$ cat config.mk
export PLATFORM = sky130hd
export DESIGN_NAME = button_debounce_repeat_multipress_core
export DESIGN_NICKNAME = d
export VERILOG_FILES = /design/src/sv/bdrm_pkg.sv /design/src/sv/button_debounce_repeat_multipress_core.sv
export VERILOG_INCLUDE_DIRS = /design/src /design/src/sv
export SDC_FILE = /design/constraint.sdc
export NUM_CORES = 1
export LEC_CHECK = 0
export BUFFER_PORTS_ARGS = -buffer_cell sky130_fd_sc_hd__buf_4
export CORE_ASPECT_RATIO = 1.2
export CORE_MARGIN = 2
export CORE_UTILIZATION = 60
export DETAILED_ROUTE_END_ITERATION = 7
export PLACE_DENSITY = 0.78
export SETUP_SLACK_MARGIN = 0.2
export SLEW_MARGIN = 20
export SYNTH_ARGS = -nofsm -noshare
export SYNTH_HDL_FRONTEND = slang
export SYNTH_SLANG_ARGS = --single-unit
$ cat constraint.sdc
create_clock -name clk -period 14.25 [get_ports clk]
set_input_delay 2.85 -clock clk [delete_from_list [all_inputs] [get_ports clk]]
set_output_delay 2.85 -clock clk [all_outputs]
set_load 0.01 [all_outputs]
$ cat src/sv/button_debounce_repeat_multipress_core_assert.svh
// Assertion macros for the button debounce / repeat / multipress core.
// Used by button_debounce_repeat_multipress_core.sv; no other dependencies.
`ifndef BUTTON_DEBOUNCE_REPEAT_MULTIPRESS_CORE_ASSERT_SVH
`define BUTTON_DEBOUNCE_REPEAT_MULTIPRESS_CORE_ASSERT_SVH

`ifndef ASSERT_OFF
// implication checked at every clock edge out of reset
`define BDRM_ASSERT(label, clock, resetn, prop, msg) \
    label: assert property (@(posedge clock) disable iff (!resetn) prop) else $error(msg);
// same, but the check also runs while reset is asserted
`define BDRM_ASSERT_ALWAYS(label, clock, prop, msg) \
    label: assert property (@(posedge clock) prop) else $error(msg);
`else
`define BDRM_ASSERT(label, clock, resetn, prop, msg)
`define BDRM_ASSERT_ALWAYS(label, clock, prop, msg)
`endif

`endif

$ cat src/sv/bdrm_pkg.sv
// Shared constants and the tick-elapsed helper for the button core.
// No dependencies.
`default_nettype none

package bdrm_pkg;

    localparam int TIME_W   = 32;  // tick time width, modulo arithmetic
    localparam int DELAY_W  = 16;  // delay register width
    localparam int COUNT_W  = 8;   // multipress count width
    localparam int CFG_IDX_W = 2;

    localparam logic [CFG_IDX_W-1:0] CFG_PRESS_DELAY  = 2'd0;
    localparam logic [CFG_IDX_W-1:0] CFG_REPEAT_DELAY = 2'd1;
    localparam logic [CFG_IDX_W-1:0] CFG_DEBOUNCE     = 2'd2;
    localparam logic [CFG_IDX_W-1:0] CFG_IDLE_LOW     = 2'd3;

    localparam logic [DELAY_W-1:0] PRESS_DELAY_RST  = 16'd500;
    localparam logic [DELAY_W-1:0] REPEAT_DELAY_RST = 16'd100;
    localparam logic [DELAY_W-1:0] DEBOUNCE_RST     = 16'd25;

    localparam logic [COUNT_W-1:0] COUNT_MAX = {COUNT_W{1'b1}};

    // (now - start) mod 2^TIME_W strictly greater than limit
    function automatic logic elapsed(
        input logic [TIME_W-1:0]  now_t,
        input logic [TIME_W-1:0]  start_t,
        input logic [DELAY_W-1:0] limit
    );
        logic [TIME_W-1:0] diff;
        diff = now_t - start_t;
        return diff > {{(TIME_W-DELAY_W){1'b0}}, limit};
    endfunction

endpackage

`default_nettype wire

$ cat src/sv/button_debounce_repeat_multipress_core.sv
// Push-button qualifier: debounce, auto-repeat key press and multipress count.
// Depends on bdrm_pkg and button_debounce_repeat_multipress_core_assert.svh.
//
//  channel | dir | handshake            | payload
//  --------+-----+----------------------+----------------------------------
//  in      | in  | in_valid / in_stall  | level, now
//  out     | out | out_valid / out_stall| key_event, burst_report
//  cfg     | in  | cfg_we               | cfg_index, cfg_data
//
// One request per clock while in_stall is low. All state updates for a request are
// computed in one pass of compare/update logic and land in the state and result
// registers at the accepting edge; the result registers form the output register.
// in_stall is high only while the output register is full and the consumer
// stalls, so the next request is taken while the downstream side drains.
// Reset (rst_n, async, low) restores the delay defaults, idle level high,
// both machines idle and an empty output register.
`default_nettype none

`include "button_debounce_repeat_multipress_core_assert.svh"

module button_debounce_repeat_multipress_core
    import bdrm_pkg::*;
(
    input  wire logic                 clk,
    input  wire logic                 rst_n,
    // request channel
    input  wire logic                 in_valid,
    output logic                      in_stall,
    input  wire logic                 level,
    input  wire logic [TIME_W-1:0]    now,
    // result channel
    output logic                      out_valid,
    input  wire logic                 out_stall,
    output logic                      key_event,
    output logic [COUNT_W-1:0]        burst_report,
    // configuration
    input  wire logic                 cfg_we,
    input  wire logic [CFG_IDX_W-1:0] cfg_index,
    input  wire logic [DELAY_W-1:0]   cfg_data
);

    // press machine codes
    localparam logic [1:0] ST_IDLE     = 2'd0;
    localparam logic [1:0] ST_DEBOUNCE = 2'd1;
    localparam logic [1:0] ST_ACTIVE   = 2'd2;
    localparam logic [1:0] ST_REPEAT   = 2'd3;
    // burst machine codes
    localparam logic B_IDLE     = 1'b0;
    localparam logic B_DEBOUNCE = 1'b1;

    // configuration registers
    logic [DELAY_W-1:0] press_delay_reg;
    logic [DELAY_W-1:0] repeat_delay_reg;
    logic [DELAY_W-1:0] debounce_reg;
    logic               released_low_reg;

    // press machine state
    logic [1:0]         press_state_reg, press_state_next;
    logic               stable_level_reg, stable_level_next;
    logic               key_flag_reg, key_flag_next;
    logic [TIME_W-1:0]  debounce_time_reg, debounce_time_next;
    logic [TIME_W-1:0]  active_time_reg, active_time_next;

    // multipress machine state
    logic               burst_state_reg, burst_state_next;
    logic               burst_level_reg, burst_level_next;
    logic [TIME_W-1:0]  burst_db_time_reg, burst_db_time_next;
    logic [TIME_W-1:0]  burst_last_reg, burst_last_next;
    logic [COUNT_W-1:0] burst_count_reg, burst_count_next;
    logic [COUNT_W-1:0] report_c;

    // output register
    logic               out_valid_reg;
    logic               key_event_reg;
    logic [COUNT_W-1:0] multipress_reg;

    logic               in_acc;

    assign in_stall = out_valid_reg & out_stall;
    assign in_acc   = in_valid & ~in_stall;

    assign out_valid    = out_valid_reg;
    assign key_event    = key_event_reg;
    assign burst_report = multipress_reg;

    // press machine: idle -> debounce -> active -> autorepeat
    always_comb
    begin
        press_state_next  = press_state_reg;
        stable_level_next = stable_level_reg;
        key_flag_next     = key_flag_reg;
        debounce_time_next = debounce_time_reg;
        active_time_next  = active_time_reg;
        case (press_state_reg)
            ST_IDLE:
            begin
                if (level != stable_level_reg)
                begin
                    press_state_next   = ST_DEBOUNCE;
                    debounce_time_next = now;
                end
            end
            ST_DEBOUNCE:
            begin
                if (level != stable_level_reg)
                begin
                    // changed level held long enough: accept it
                    if (elapsed(now, debounce_time_reg, debounce_reg))
                    begin
                        press_state_next  = ST_ACTIVE;
                        active_time_next  = now;
                        stable_level_next = level;
                        key_flag_next     = 1'b1;
                    end
                end
                else
                begin
                    press_state_next = ST_IDLE;
                    key_flag_next    = 1'b0;
                end
            end
            ST_ACTIVE, ST_REPEAT:
            begin
                if (level == stable_level_reg)
                begin
                    // first repeat waits the press delay, later ones the interval
                    if (elapsed(now, active_time_reg,
                                (press_state_reg == ST_ACTIVE) ? press_delay_reg
                                                               : repeat_delay_reg))
                    begin
                        press_state_next = ST_REPEAT;
                        active_time_next = now;
                        key_flag_next    = 1'b1;
                    end
                    else
                    begin
                        key_flag_next = 1'b0;
                    end
                end
                else
                begin
                    press_state_next  = ST_IDLE;
                    key_flag_next     = 1'b0;
                    stable_level_next = level;
                end
            end
            default:
            begin
                press_state_next = ST_IDLE;
            end
        endcase
    end

    // multipress machine: count debounced level changes, report after window
    always_comb
    begin
        logic [COUNT_W-1:0] cnt;
        logic [TIME_W-1:0]  last;
        burst_state_next   = burst_state_reg;
        burst_level_next   = burst_level_reg;
        burst_db_time_next = burst_db_time_reg;
        cnt                = burst_count_reg;
        last               = burst_last_reg;
        case (burst_state_reg)
            B_IDLE:
            begin
                if (level != burst_level_reg)
                begin
                    burst_state_next   = B_DEBOUNCE;
                    burst_db_time_next = now;
                end
            end
            default:
            begin
                burst_state_next = B_IDLE;
                if (level != burst_level_reg)
                begin
                    if (elapsed(now, burst_db_time_reg, debounce_reg))
                    begin
                        last             = now;
                        burst_level_next = level;
                        if (cnt != COUNT_MAX)
                            cnt = cnt + 1'b1;
                    end
                    else
                    begin
                        burst_state_next = B_DEBOUNCE;
                    end
                end
            end
        endcase
        burst_last_next = last;
        // report once the press delay has passed since the last change
        if ((cnt != '0) && elapsed(now, last, press_delay_reg))
        begin
            report_c         = cnt;
            burst_count_next = '0;
        end
        else
        begin
            report_c         = '0;
            burst_count_next = cnt;
        end
    end

    // state, configuration and output registers
    always_ff @(posedge clk or negedge rst_n)
    begin
        if (!rst_n)
        begin
            press_delay_reg   <= PRESS_DELAY_RST;
            repeat_delay_reg  <= REPEAT_DELAY_RST;
            debounce_reg      <= DEBOUNCE_RST;
            released_low_reg  <= 1'b0;
            press_state_reg   <= ST_IDLE;
            stable_level_reg  <= 1'b1;
            key_flag_reg      <= 1'b0;
            debounce_time_reg <= '0;
            active_time_reg   <= '0;
            burst_state_reg   <= B_IDLE;
            burst_level_reg   <= 1'b1;
            burst_db_time_reg <= '0;
            burst_last_reg    <= '0;
            burst_count_reg   <= '0;
            out_valid_reg     <= 1'b0;
        end
        else
        begin
            if (in_acc)
            begin
                press_state_reg   <= press_state_next;
                stable_level_reg  <= stable_level_next;
                key_flag_reg      <= key_flag_next;
                debounce_time_reg <= debounce_time_next;
                active_time_reg   <= active_time_next;
                burst_state_reg   <= burst_state_next;
                burst_level_reg   <= burst_level_next;
                burst_db_time_reg <= burst_db_time_next;
                burst_last_reg    <= burst_last_next;
                burst_count_reg   <= burst_count_next;
            end
            // the user must keep config writes to idle (not enforced here); a new idle level reloads both levels
            if (cfg_we)
            begin
                case (cfg_index)
                    CFG_PRESS_DELAY:  press_delay_reg  <= cfg_data;
                    CFG_REPEAT_DELAY: repeat_delay_reg <= cfg_data;
                    CFG_DEBOUNCE:     debounce_reg     <= cfg_data;
                    CFG_IDLE_LOW:
                    begin
                        released_low_reg <= cfg_data[0];
                        stable_level_reg <= ~cfg_data[0];
                        burst_level_reg  <= ~cfg_data[0];
                    end
                    default: ;
                endcase
            end
            if (in_acc)
                out_valid_reg <= 1'b1;
            else if (!out_stall)
                out_valid_reg <= 1'b0;
        end
    end

    always_ff @(posedge clk)
    begin
        if (in_acc)
        begin
            key_event_reg  <= key_flag_next;
            multipress_reg <= report_c;
        end
    end

    // ---- checks ----
    `BDRM_ASSERT(a_out_from_request, clk, rst_n,
        $rose(out_valid_reg) |-> $past(in_acc), "result appeared without a request")
    `BDRM_ASSERT(a_report_clears, clk, rst_n,
        (in_acc && (report_c != '0)) |=> (burst_count_reg == '0),
        "burst count not cleared after report")
    `BDRM_ASSERT(a_idle_keeps_flag, clk, rst_n,
        (in_acc && (press_state_reg == ST_IDLE)) |=> (key_event_reg == $past(key_flag_reg)),
        "idle state changed the key flag")
    `BDRM_ASSERT(a_idle_level_reload, clk, rst_n,
        (cfg_we && (cfg_index == CFG_IDLE_LOW)) |=>
            ((stable_level_reg == !released_low_reg) && (burst_level_reg == !released_low_reg)),
        "stored levels not reloaded with the idle level")
    `BDRM_ASSERT_ALWAYS(a_reset_empty, clk,
        (rst_n || !out_valid_reg),
        "result register not empty during reset")

endmodule

`default_nettype wire

After elaboration in Yosys (flattened, before gate mapping)
Index checks and enable logic that the tools add are counted.
{"block": "word_totals", "wordCells": 105, "out_inout_bits": 11, "in_bits": 56, "regBits": 200}
{"block": "classes", "n_addsub": 5, "muxes": 44, "n_bitwise": 5, "n_eq_ne": 18, "order_cmp": 4, "reduce_logical": 13}
{"cell": "$mux 32", "count": 7}
{"cell": "$gt 32x16->1", "count": 4}
{"cell": "$sub 32x32->32", "count": 4}
{"cell": "$pmux 32 s2", "count": 1}
{"cell": "$mux 8", "count": 5}
{"cell": "$mux 1", "count": 22}
{"cell": "$mux 16", "count": 1}
{"cell": "$mux 2", "count": 5}
{"cell": "$ne 2x2->1 const B", "count": 5}
{"cell": "$add 8x1->8 const B", "count": 1}
{"cell": "$eq 2x2->1 const B", "count": 4}
{"cell": "$ne 8x8->1 const B", "count": 1}
{"cell": "$reduce_bool 8->1", "count": 1}
{"cell": "$ne 3x3->1 const B", "count": 2}
{"cell": "$pmux 2 s3", "count": 1}
{"cell": "$reduce_and 2->1", "count": 3}
{"cell": "$reduce_and 3->1", "count": 2}
{"cell": "$reduce_and 6->1", "count": 1}
{"cell": "$eq 2x1->1 const B", "count": 2}
{"cell": "$logic_not 2->1", "count": 2}
{"cell": "$pmux 1 s2", "count": 2}
{"cell": "$reduce_and 4->1", "count": 1}
{"cell": "$not 1->1", "count": 3}
{"cell": "$and 1x1->1", "count": 2}
{"cell": "6 further kinds", "count": 7}

Depth between registers and ports, before layout
Gate-level depths: netlist of the first run.
{"block": "logic_depth", "word_depth": 9, "ltp_mapped": 53, "mapped_depth_nobuf": 50}

Worst setup path before layout of the first run
Ideal clock, no wire load.
{"block": "synth_timing", "path_type": "input to register", "startpoint": "input now[0]", "endpoint": "register multipress_reg[4], in the netlist burst_report[4], data pin", "arrival_ns": 11.772, "path_slack_ns": 2.217, "setup_ns": 0.261, "required_time_ns": 13.989, "n_path_buf": 4, "stages": 53, "cell_sequence": "inv_1 ha_1 fa_1 nand2b_1 a21oi_1 o211ai_1 nand2_1 nor2_1 xnor2_1 ha_1 nand4_1 nor3_1 mux2i_1 a21oi_1 nor4_1 nand4_1 and4bb_2 a21oi_4 (+17 left out) a21oi_1 ha_1 a21o_1 a21o_1 a21oi_1 nor2b_1 o21ai_0 nand2_1 o221ai_1 and3_1 o21a_1 and4_1 o2111ai_1 a2111oi_2 nor4b_2 and3_1 buf_6 nor3_2"}
{"block": "synth_via", "elab_chain_len": 8, "elab_cells_between_ends": 12, "cone_classes": "2 x add/sub; 2 x order compare; 6 x mux; 2 x reduce/logical"}
{"element": "start, declared", "line": "button_debounce_repeat_multipress_core.sv:30", "rtl": "input wire logic [TIME_W-1:0] now,"}
{"element": "$sub 32x32->32", "line": "bdrm_pkg.sv:30", "rtl": "diff = now_t - start_t;"}
{"element": "$gt 32x16->1", "line": "bdrm_pkg.sv:31", "rtl": "return diff > {{(TIME_W-DELAY_W){1'b0}}, limit};"}
{"element": "$mux 32", "line": "button_debounce_repeat_multipress_core.sv:178", "rtl": "if (elapsed(now, burst_db_time_reg, debounce_reg))"}
{"element": "$mux 32", "line": "button_debounce_repeat_multipress_core.sv:176", "rtl": "if (level != burst_level_reg)"}
{"element": "$mux 32", "line": "button_debounce_repeat_multipress_core.sv:164", "rtl": "case (burst_state_reg)"}
{"element": "$sub 32x32->32", "line": "bdrm_pkg.sv:30"}
{"element": "$gt 32x16->1", "line": "bdrm_pkg.sv:31"}
{"element": "$logic_and 1x1->1", "line": "button_debounce_repeat_multipress_core.sv:194", "rtl": "if ((cnt != '0) && elapsed(now, last, press_delay_reg))"}
{"element": "end signal, assigned", "line": "button_debounce_repeat_multipress_core.sv:270", "rtl": "multipress_reg <= report_c;"}
{"element": "end, declared", "line": "button_debounce_repeat_multipress_core.sv:75", "rtl": "logic [COUNT_W-1:0] multipress_reg;"}
Several ways; a longest one is shown, not always the timed one.
A chain may end at the register's enable or synchronous reset.

Worst setup path in the final report of the first run
{"block": "layout_timing", "startpoint": "input now[0]", "endpoint": "register multipress_reg[4], in the netlist burst_report[4], data pin"}
{"block": "layout_via", "elab_chain_len": 8, "elab_cells_between_ends": 12, "cone_classes": "2 x add/sub; 2 x order compare; 6 x mux; 2 x reduce/logical"}
{"element": "$sub 32x32->32", "line": "bdrm_pkg.sv:30"}
{"element": "$gt 32x16->1", "line": "bdrm_pkg.sv:31"}
{"element": "$mux 32 *", "line": "button_debounce_repeat_multipress_core.sv:178"}
{"element": "$mux 32 *", "line": "button_debounce_repeat_multipress_core.sv:176"}
{"element": "$mux 32 *", "line": "button_debounce_repeat_multipress_core.sv:164"}
{"element": "via burst_last_next[0]", "line": "button_debounce_repeat_multipress_core.sv:68", "rtl": "logic [TIME_W-1:0] burst_last_reg, burst_last_next;"}
{"element": "$sub 32x32->32 *", "line": "bdrm_pkg.sv:30"}
{"element": "$gt 32x16->1 *", "line": "bdrm_pkg.sv:31"}
{"element": "$logic_and 1x1->1 *", "line": "button_debounce_repeat_multipress_core.sv:194"}
Mark *: on every way through the listed nets, which the timed path passes. The rest lies on a longest branch.

==> impl_metrics.toml, run 1 <==
[clock_network]
htree_levels = 4
cts.path.max_buffers = 2
cts_resized = 0
hold_buffers = 0
clk_pin_slew_ps = 70
clkLatencyLatePin_ps = 450
cts-buffers-inserted = 17
tritoncts = "built"
cts_setup_buffers = 0
cts_root_buf = "clkbuf_16"
clock-sinks = 200

[critical_path]
path_max_fanout = 8
startpoint = "now[0]"
critPathMaxStageDelay_ps = 450
cp-end-kind = "flop"
required_ps = 14440
worstSetupStartpointType = "input pin"
r2r-start = "burst_db_time_reg[0]"
crit_type = "input pin to flop"
cpMaxStageDelayCell = "and3_1"
arrival_ps = 12930

[route]
drc = 0
num_vias = 15378
routed_via_density = 6.21
drt-initial-drc-count = 1274
routedWlPerCell_um = 18.8
routed_wl_um = 46500
drtPass1Iterations = 6
antenna_left = 0

[synthesis]
avgSynthCellArea_sq_um = 8.42
yosysTopAreaCellShare_pct = 25.5
ys_ff_latch = 200
yosys-top-cells-area = "dfrtp_1 26%, ha_1 14%, mux2_2 6.5%, o21ai_0 5.0%, nand2_1 4.4%"
ys.flop_type = "dfrtp_1"
async_reset_ff_share_pct = 95.5
yosysTopAreaCell = "dfrtp_1"
ys_types = 85
synth_edf_count = 9
yosys_warnings = 0
syn-num-nets = 2311
netlist_instances = 2063
syn_area_sq_um = 17400
ys_seq_area_share_pct = 29.2

[finish]
final_nets = 2328
layoutNonFillerInstCount = 2478
postLayoutCellArea_sq_um = 18700
final_core_util_pct = 65.4
diodes = 0
syn_to_final_growth_pct = 7.68
layout-drive-gt1-share_pct = 12.4

[power_and_ir_drop]
clockPowerShare_pct = 11.1
power.internal_w = 0.00232
p_seq_share_pct = 20.2
sw_frac_of_total_pct = 47.6
p_leak_nw = 8.44
p_per_area_nw_per_um2 = 237
combPwrFrac_pct = 68.7
switching_power_w = 0.00211
peakVddDrop_mv = 0.114

[placed_design]
place.gp.congestion = 0.960
io_buffers = 66
place_ws_ps = 1240
dp_hpwl_um = 35300
placed_cell_area_sq_um = 18100
dp_cells = 2446

[timing]
min_period_over_period_pct = 89.5
clock_skew_ps = 14.1
finalSetupTns_ps = 0
min_period_ps = 12750
report.final.slew_viol_count = 0
setup_ws_ps = 1500
finalSetupViolations = 0
hold_viol = 0
fmax_mhz = 78.4
max-slew-margin-rel_pct = 28.2
rsz0062_at_grt = "no"
tightest_slew_ps = 1070

[floorplanning]
die_area_sq_um = 30300
fp.coreArea_sq_um = 28600
rows = 68
start_util_pct = 60.7
dieWidth_um = 159
pin_count = 67
die_h_um = 190

[global_routing]
overflow = 0
grt_pass1_wl_um = 75900
grt_pass1_vias = 15103
grt_max_degree = 121
grtUsageTotal_pct = 31.0
antenna_found_initial = 0

[outcome]
status = "completed"

[worst_hold_path]
holdCritPathClass = "flop to flop"
min_from = "active_time_reg[18]"

[job]
max_cap_viol_count = 0
power groups by stage:
stage	combinational (W)	sequential [W]	clock, W
4_1_cts	0.00299	0.000895	0.000495
2_1_floorplan	0.00229	0.000875	0
5_1_grt	0.00338	0.000920	0.000518
3_5_place_dp	0.00296	0.000905	0
6_report	0.00304	0.000896	0.000489
3_3_place_gp	0.00287	0.000894	0
layout make-up:
type	instances	area, sq um
Timing Repair Buffer	73	554
Clock buffer	24	492
Sequential cell	200	5070
Fill cell	2464	9890
Tap cell	385	482
Inverter	183	687
Clock inverter	8	87.6
Multi-Input combinational cell	1605	11300
cell usage after synthesis (40+ instances only):
library cell / count
nand2_1: 205
ha_1: 188
inv_1: 183
dfrtp_1: 177
o21ai_0: 173
a21oi_1: 149
nor2_1: 136
mux2_2: 100
clkbuf_1: 58
xnor2_1: 52
a21o_1: 49
nand4_1: 45
mux2i_1: 42
nand3_1: 40
through the flow:
step	power (W)	hold slack, ps
3_3_place_gp	0.00376	485
3_5_place_dp	0.00387	493
2_1_floorplan	0.00316	463
5_1_grt	0.00482	515
4_1_cts	0.00438	509
6_report	0.00442	506
routing by layer:
layer  up-vias  wire length [um]  GRT usage [%]
li1       7390                 -              -
met5         -                 0              0
met4         0              1930           13.8
met1      7368             20000           38.7
met2       492             22100           53.6
met3       128              2520           4.61
critical path, delay by kind of cell:
family          cells  cell delay (ps)
compound gates     20             3780
simple gates       18             3320
fa+ha+maj           7             2070
mux                 2              470
xor+xnor            2              280
buf+inv             2              200
placed cells by master, fill, tap and decap left out, types with 12 or more instances in the layout:
cell type  synthesis  final
mux2i_1           42     42
xor2_1            23     23
nor4_1            12     12
a21o_1            49     49
clkbuf_16          0     17
o21ai_0          173    173
nand2b_1          27     27
mux2_2           100    100
ha_1             188    188
dfstp_2           14     14
nand4_1           45     45
dfrtp_1          177    177
o31ai_1           13     13
inv_1            183    183
o21bai_1          13     13
o21a_1            35     35
nor2b_1           34     34
and3_1            23     23
a21oi_1          149    149
nand3_1           40     40
nor3_1            31     30
xnor2_1           52     52
buf_4              0     72
a31oi_1           18     18
nor2_1           136    135
nand2_1          205    205
o2111ai_1         12     12
logic make-up after synthesis:
family,after synthesis,share of synthesized area (%)
AND/OR/NAND/NOR,622,17.6
AO/OA/AOI/OAI,569,20.5
buffers and inverters,258,5.72
flip-flops,200,29.2
adder cells (fa/ha/maj),195,14.2
multiplexers,144,9.07
XOR/XNOR,75,3.78
path summary, 6_finish.rpt:
path	end	slack, ps	cells after the start
max in group asynchronous	debounce_reg[15]	10140	2
setup / recovery	burst_report[4]	1500	51
hold reg to reg	active_time_reg[18]	510	1
min in group asynchronous	press_delay_reg[1]	2520	1
hold / removal	active_time_reg[18]	510	1
setup reg to reg	burst_report[4]	3720	49
Note: power is estimated with default switching activity, not from simulation.
==> run 2, diff against run 1 <==
Clock period 14.25 ns to 13.4 ns, I/O delays scaled along.
==> run 2 against run 1 <==
Net effect: clock-buffer cell count is 6 lower; clock power up 3%; routed wire length shrank 0.82%; sequential power up 6.4%; cell count about the same; worst setup slack got worse by 450 ps; combinational power rose by 6%; flip-flop and latch count is the same; clock skew increased by 0.50 ps; largest cell class unchanged.
==> impl_metrics.toml, run 2 (synthesized netlist as in run 1, its figures left out) <==
[finish]
final_common_cell = "nand2_1"
final_core_util_pct = 65.4
final_cell_mix = "205 x nand2_1, 188 x ha_1, 183 x inv_1"
diodes = 0
syn_to_final_growth_pct = 7.66
final_nets = 2329
nFillCells = 2489
layout-drive-gt1-share_pct = 12.6

[critical_path]
required_ps = 13610
arrival_ps = 12560
worstSetupStartpointType = "input pin"
critPathMaxStageDelay_ps = 410
cpMaxStageDelayCell = "fa_1"
path_max_fanout = 8
crit_buf_inv = 2
cp-end-kind = "flop"
crit_type = "input pin to flop"
critical_path.top_delay_family = "compound AO/OA/AOI/OAI gates"

[clock_network]
hold_buffers = 0
cts.path.max_buffers = 2
cts_root_buf = "clkbuf_16"
clk_pin_slew_ps = 70
clkLatencyLatePin_ps = 460
clock-sinks = 200
tritoncts = "built"
cts_setup_buffers = 0
cts-buffers-inserted = 17
htree_levels = 4

[placed_design]
dp_hpwl_um = 35000
place.gp.congestion = 0.959
io_buffers = 66

[timing]
max-slew-margin-rel_pct = 31.3
min_period_ps = 12350
tightest_slew_ps = 1030
clock_skew_ps = 14.6
finalSetupViolations = 0
finalSetupTns_ps = 0
rsz0062_at_grt = "no"
report.final.slew_viol_count = 0
min_period_over_period_pct = 92.2
hold_viol = 0
fmax_mhz = 81.0

[route]
wl_met1_um = 20100
routedWlPerCell_um = 18.6
num_vias = 15191
drtPass1Iterations = 5
wl_met3_um = 2380
routed_wl_um = 46100
maxUsedRoutingLayer = "met4"
routed_via_density = 6.13
routed-wl-met2_um = 21900
drt-initial-drc-count = 1180
drc = 0
antenna_left = 0

[floorplanning]
start_util_pct = 60.7
rows = 68
fp.coreArea_sq_um = 28600
dieWidth_um = 159
die_h_um = 190
die_area_sq_um = 30300
pin_count = 67

[global_routing]
grt_max_degree = 123
grtUsageTotal_pct = 30.6
grt_pass1_vias = 14636
grt_pass1_wl_um = 74400
antenna_found_initial = 0
overflow = 0

[power_and_ir_drop]
p_seq_share_pct = 20.4
combPwrFrac_pct = 68.9
p_per_area_nw_per_um2 = 250
peakVddDrop_mv = 0.128
finalPower_w = 0.00467
power.internal_w = 0.00243
p_leak_nw = 8.43
switching_power_w = 0.00225
sw_frac_of_total_pct = 48.1
clockPowerShare_pct = 10.7

[job]
max_cap_viol_count = 0

[worst_hold_path]
holdCritPathClass = "flop to flop"

[outcome]
status = "completed"
run 2: repair_timing:
item / CTS / global route
setup endpoints to repair: 0 / 7
gates resized for setup: 0 / 1
hold endpoints to repair: 0 / 0
run 2: routing by layer:
layer	vias to the layer above	GRT usage, %
met3	104	4.22
met5	-	0
li1	7399	-
met1	7242	39.1
met4	0	12.9
met2	446	52.4
run 2: power groups by stage:
stage | Combinational, W | Clock, W | Sequential [W]
5_1_grt | 0.00358 | 0.000531 | 0.000979
3_5_place_dp | 0.00314 | 0 | 0.000963
3_3_place_gp | 0.00305 | 0 | 0.000951
6_report | 0.00322 | 0.000502 | 0.000953
4_1_cts | 0.00317 | 0.000511 | 0.000952
2_1_floorplan | 0.00243 | 0 | 0.000930
run 2: path summary, 6_finish.rpt:
kind,startpoint,endpoint,slack (ps),cells past startpoint
setup / recovery,now[0],burst_report[4],1050,51
hold / removal,active_time_reg[18],active_time_reg[18],510,1
setup reg to reg,burst_db_time_reg[0],burst_report[4],3100,49
hold reg to reg,active_time_reg[18],active_time_reg[18],510,1
max in group asynchronous,rst_n,active_time_reg[10],9810,2
min in group asynchronous,rst_n,press_delay_reg[9],2230,1
run 2: area by class of cell:
class                   instances  area [sq um]  area share (%)
clock buffers                  18           429            2.30
clock inverters                14           118           0.629
inverters                     183           687            3.67
multi-input cells            1605         11300            60.6
flip-flops and latches        200          5070            27.1
well taps                     385           482            2.58
repair buffers                 74           582            3.11
run 2: worst register-to-register path: cells and delay by family (launching register included):
family,cells,cell delay [ps]
flops,1,400
simple gates,18,3160
compound gates,20,3710
fa+ha+maj,7,2040
mux,2,490
xor+xnor,2,280
run 2: per-stage QoR:
step	setup slack (ps)	hold WS [ps]	cells	cell area [sq um]
after floorplan	1540	463	2063	17400
after global placement	1010	485	2446	18100
after detailed placement	560	494	2446	18100
after CTS	989	511	2478	18700
after global routing	277	515	2479	18700
final	1050	506	2479	18700
==> run 3, diff against run 2 <==
Settings changed: ABC_AREA from default to 1.
==> run 3 against run 2 <==
Net effect: synthesized cell count grew 26%; sequential share of layout area shrank 0.27 points; global-route usage grew 4.5 points; clock power grew 7.6%; largest power group unchanged; register-to-register slack gained 2800 ps; critical endpoint unchanged.
==> impl_metrics.toml, run 3 <==
[synthesis]
ys.flop_type = "dfrtp_1"
ys_types = 51
avgSynthCellArea_sq_um = 6.72
yosysTopAreaCell = "dfrtp_1"
ys_ff_latch = 200
yosysMostFrequentCell = "nand2_1"
netlist_instances = 2595
syn_area_sq_um = 17400
yosys-top-cells-area = "dfrtp_1 25%, nand2_1 16%, ha_1 13%, inv_1 9.4%, o21ai_0 7.5%"
async_reset_ff_share_pct = 95.5
yosys_warnings = 0
synth_common_cells = "728 x nand2_1, 439 x inv_1, 262 x o21ai_0"
ys_seq_area_share_pct = 29.0
syn-num-nets = 2843
yosysTopAreaCellShare_pct = 25.4
synth_edf_count = 9

[job]
max_cap_viol_count = 0

[clock_network]
clk_pin_slew_ps = 90
cts-buffers-inserted = 17
htree_levels = 4
cts_root_buf = "clkbuf_16"
clkLatencyLatePin_ps = 460
cts_resized = 0
cts.path.max_buffers = 2
cts_setup_buffers = 0
tritoncts = "built"
hold_buffers = 0
clock-sinks = 200

[worst_hold_path]
min_to = "debounce_time_reg[15]"
holdPathStages = 2
holdCritPathClass = "flop to flop"
min_from = "debounce_time_reg[15]"

[route]
antenna_left = 0
routed_via_density = 5.65
num_vias = 17150
drc = 0
routed_wl_um = 53300
routedWlPerCell_um = 17.6
drtPass1Iterations = 6
drt-initial-drc-count = 1420

[critical_path]
path_max_fanout = 18
worstSetupStartpointType = "input pin"
critPathMaxStageDelay_ps = 440
crit_type = "input pin to flop"
r2r-start = "burst_db_time_reg[11]"
cp-end-kind = "flop"
reg2reg_slack_ps = 5900
path_common_cell = "nand2_1"
required_ps = 13710
cpMaxStageDelayCell = "fa_1"
arrival_ps = 9940
r2r_end = "burst_report[4]"
reg2reg_depth = 49

[floorplanning]
fp.coreArea_sq_um = 28700
start_util_pct = 60.9
rows = 68
pin_count = 67
die_area_sq_um = 30500
dieWidth_um = 160
die_h_um = 191

[timing]
fmax_mhz = 104
worst_hold_slack_ps = 486
finalSetupViolations = 0
max-slew-margin-rel_pct = 27.7
finalSetupTns_ps = 0
clock_skew_ps = 23.1
rsz0062_at_grt = "no"
report.final.slew_viol_count = 0
hold_viol = 0
min_period_ps = 9630
min_period_over_period_pct = 71.8
tightest_slew_ps = 1070

[placed_design]
place.gp.congestion = 0.970
dp_cells = 3004
dp_hpwl_um = 43200
io_buffers = 66

[global_routing]
overflow = 0
antenna_found_initial = 0
grt_pass1_wl_um = 84600
grtUsageTotal_pct = 35.2
grt_pass1_vias = 16488
grt_max_degree = 77

[finish]
final_core_util_pct = 65.9
layoutNonFillerInstCount = 3036
diodes = 0
syn_to_final_growth_pct = 8.25
final_common_cell = "nand2_1"
final_cell_mix = "727 x nand2_1, 439 x inv_1, 262 x o21ai_0"
final_nets = 2886
layout-drive-gt1-share_pct = 5.88

[power_and_ir_drop]
peakVddDrop_mv = 0.174
p_leak_nw = 10.1
p_per_area_nw_per_um2 = 247
combPwrFrac_pct = 67.9
switching_power_w = 0.00243
p_seq_share_pct = 20.6
power.internal_w = 0.00224
clockPowerShare_pct = 11.6
sw_frac_of_total_pct = 52.0

[outcome]
status = "completed"
run 3: cell types whose count changed in the layout (fill, tap and decap cells not counted), sizes merged, moves of 37 or more:
| cell | previous run | this run |
|---|---|---|
| inv | 188 | 456 |
| mux2 | 101 | 1 |
| nand2 | 205 | 740 |
| nor2 | 143 | 180 |
| mux2i | 43 | 0 |
| nand3 | 40 | 124 |
| o21ai | 186 | 271 |
| a21o | 49 | 6 |
run 3: routing by layer:
layer | routed length, um | global-route usage [%] | up-vias | part of all wire, %
li1 | - | - | 8410 | -
met1 | 22300 | 45.3 | 8066 | 42
met2 | 25900 | 60.5 | 556 | 49
met3 | 3100 | 3.81 | 118 | 5.8
met4 | 2040 | 14.4 | 0 | 3.8
met5 | 0 | 0 | - | 0
run 3: critical path, delay by kind of cell:
family	cells	cell delay (ps)
and+or+nand+nor	30	3510
adders and majority gates	5	1700
buffers and inverters	6	610
xor gates and xnor gates	2	210
AOI/OAI and AO/OA	7	1200
run 3: how the worst max path moves through the flow:
stage	start	to	slack (ps)
floorplan	now[0]	burst_report[6]	4210
global placement	now[0]	burst_report[7]	3580
detailed placement	now[0]	burst_report[0]	3360
CTS	now[0]	burst_report[4]	3820
global route	now[0]	burst_report[1]	2970
finish	now[0]	burst_report[4]	3770
run 3: logic make-up (layout without fill, tap and decap cells):
family,after synthesis,in the layout,synth area share [%]
buffers and inverters,497,553,10.9
adder cells (fa/ha/maj),192,192,13.9
XOR/XNOR,94,94,4.72
multiplexers,1,1,0.0645
AND/OR/NAND/NOR,1124,1124,26.6
AO/OA/AOI/OAI,487,487,14.8
flip-flops,200,200,29.0
run 3: layout make-up:
type,instances,area [sq um]
sequential,200,5070
tap,385,482
fill,2678,9790
clock buffer,17,425
multi-input combinational,1898,10500
clock inverter,15,178
timing repair buffer,73,554
inverter,448,1680
run 3: through the flow:
stage,setup WS [ps],instance area [sq um],power [W]
after floorplan,4210,17400,0.00329
after global placement,3580,18300,0.00398
after detailed placement,3360,18300,0.00406
after CTS,3820,18900,0.00463
after global routing,2970,18900,0.00514
final,3770,18900,0.00467
run 3: power by group through the flow:
stage	combinational, W	clock [W]	sequential (W)
6_report	0.00317	0.000540	0.000961
5_1_grt	0.00358	0.000566	0.000985
4_1_cts	0.00313	0.000542	0.000958
3_5_place_dp	0.00310	0	0.000965
3_3_place_gp	0.00302	0	0.000956
2_1_floorplan	0.00236	0	0.000928
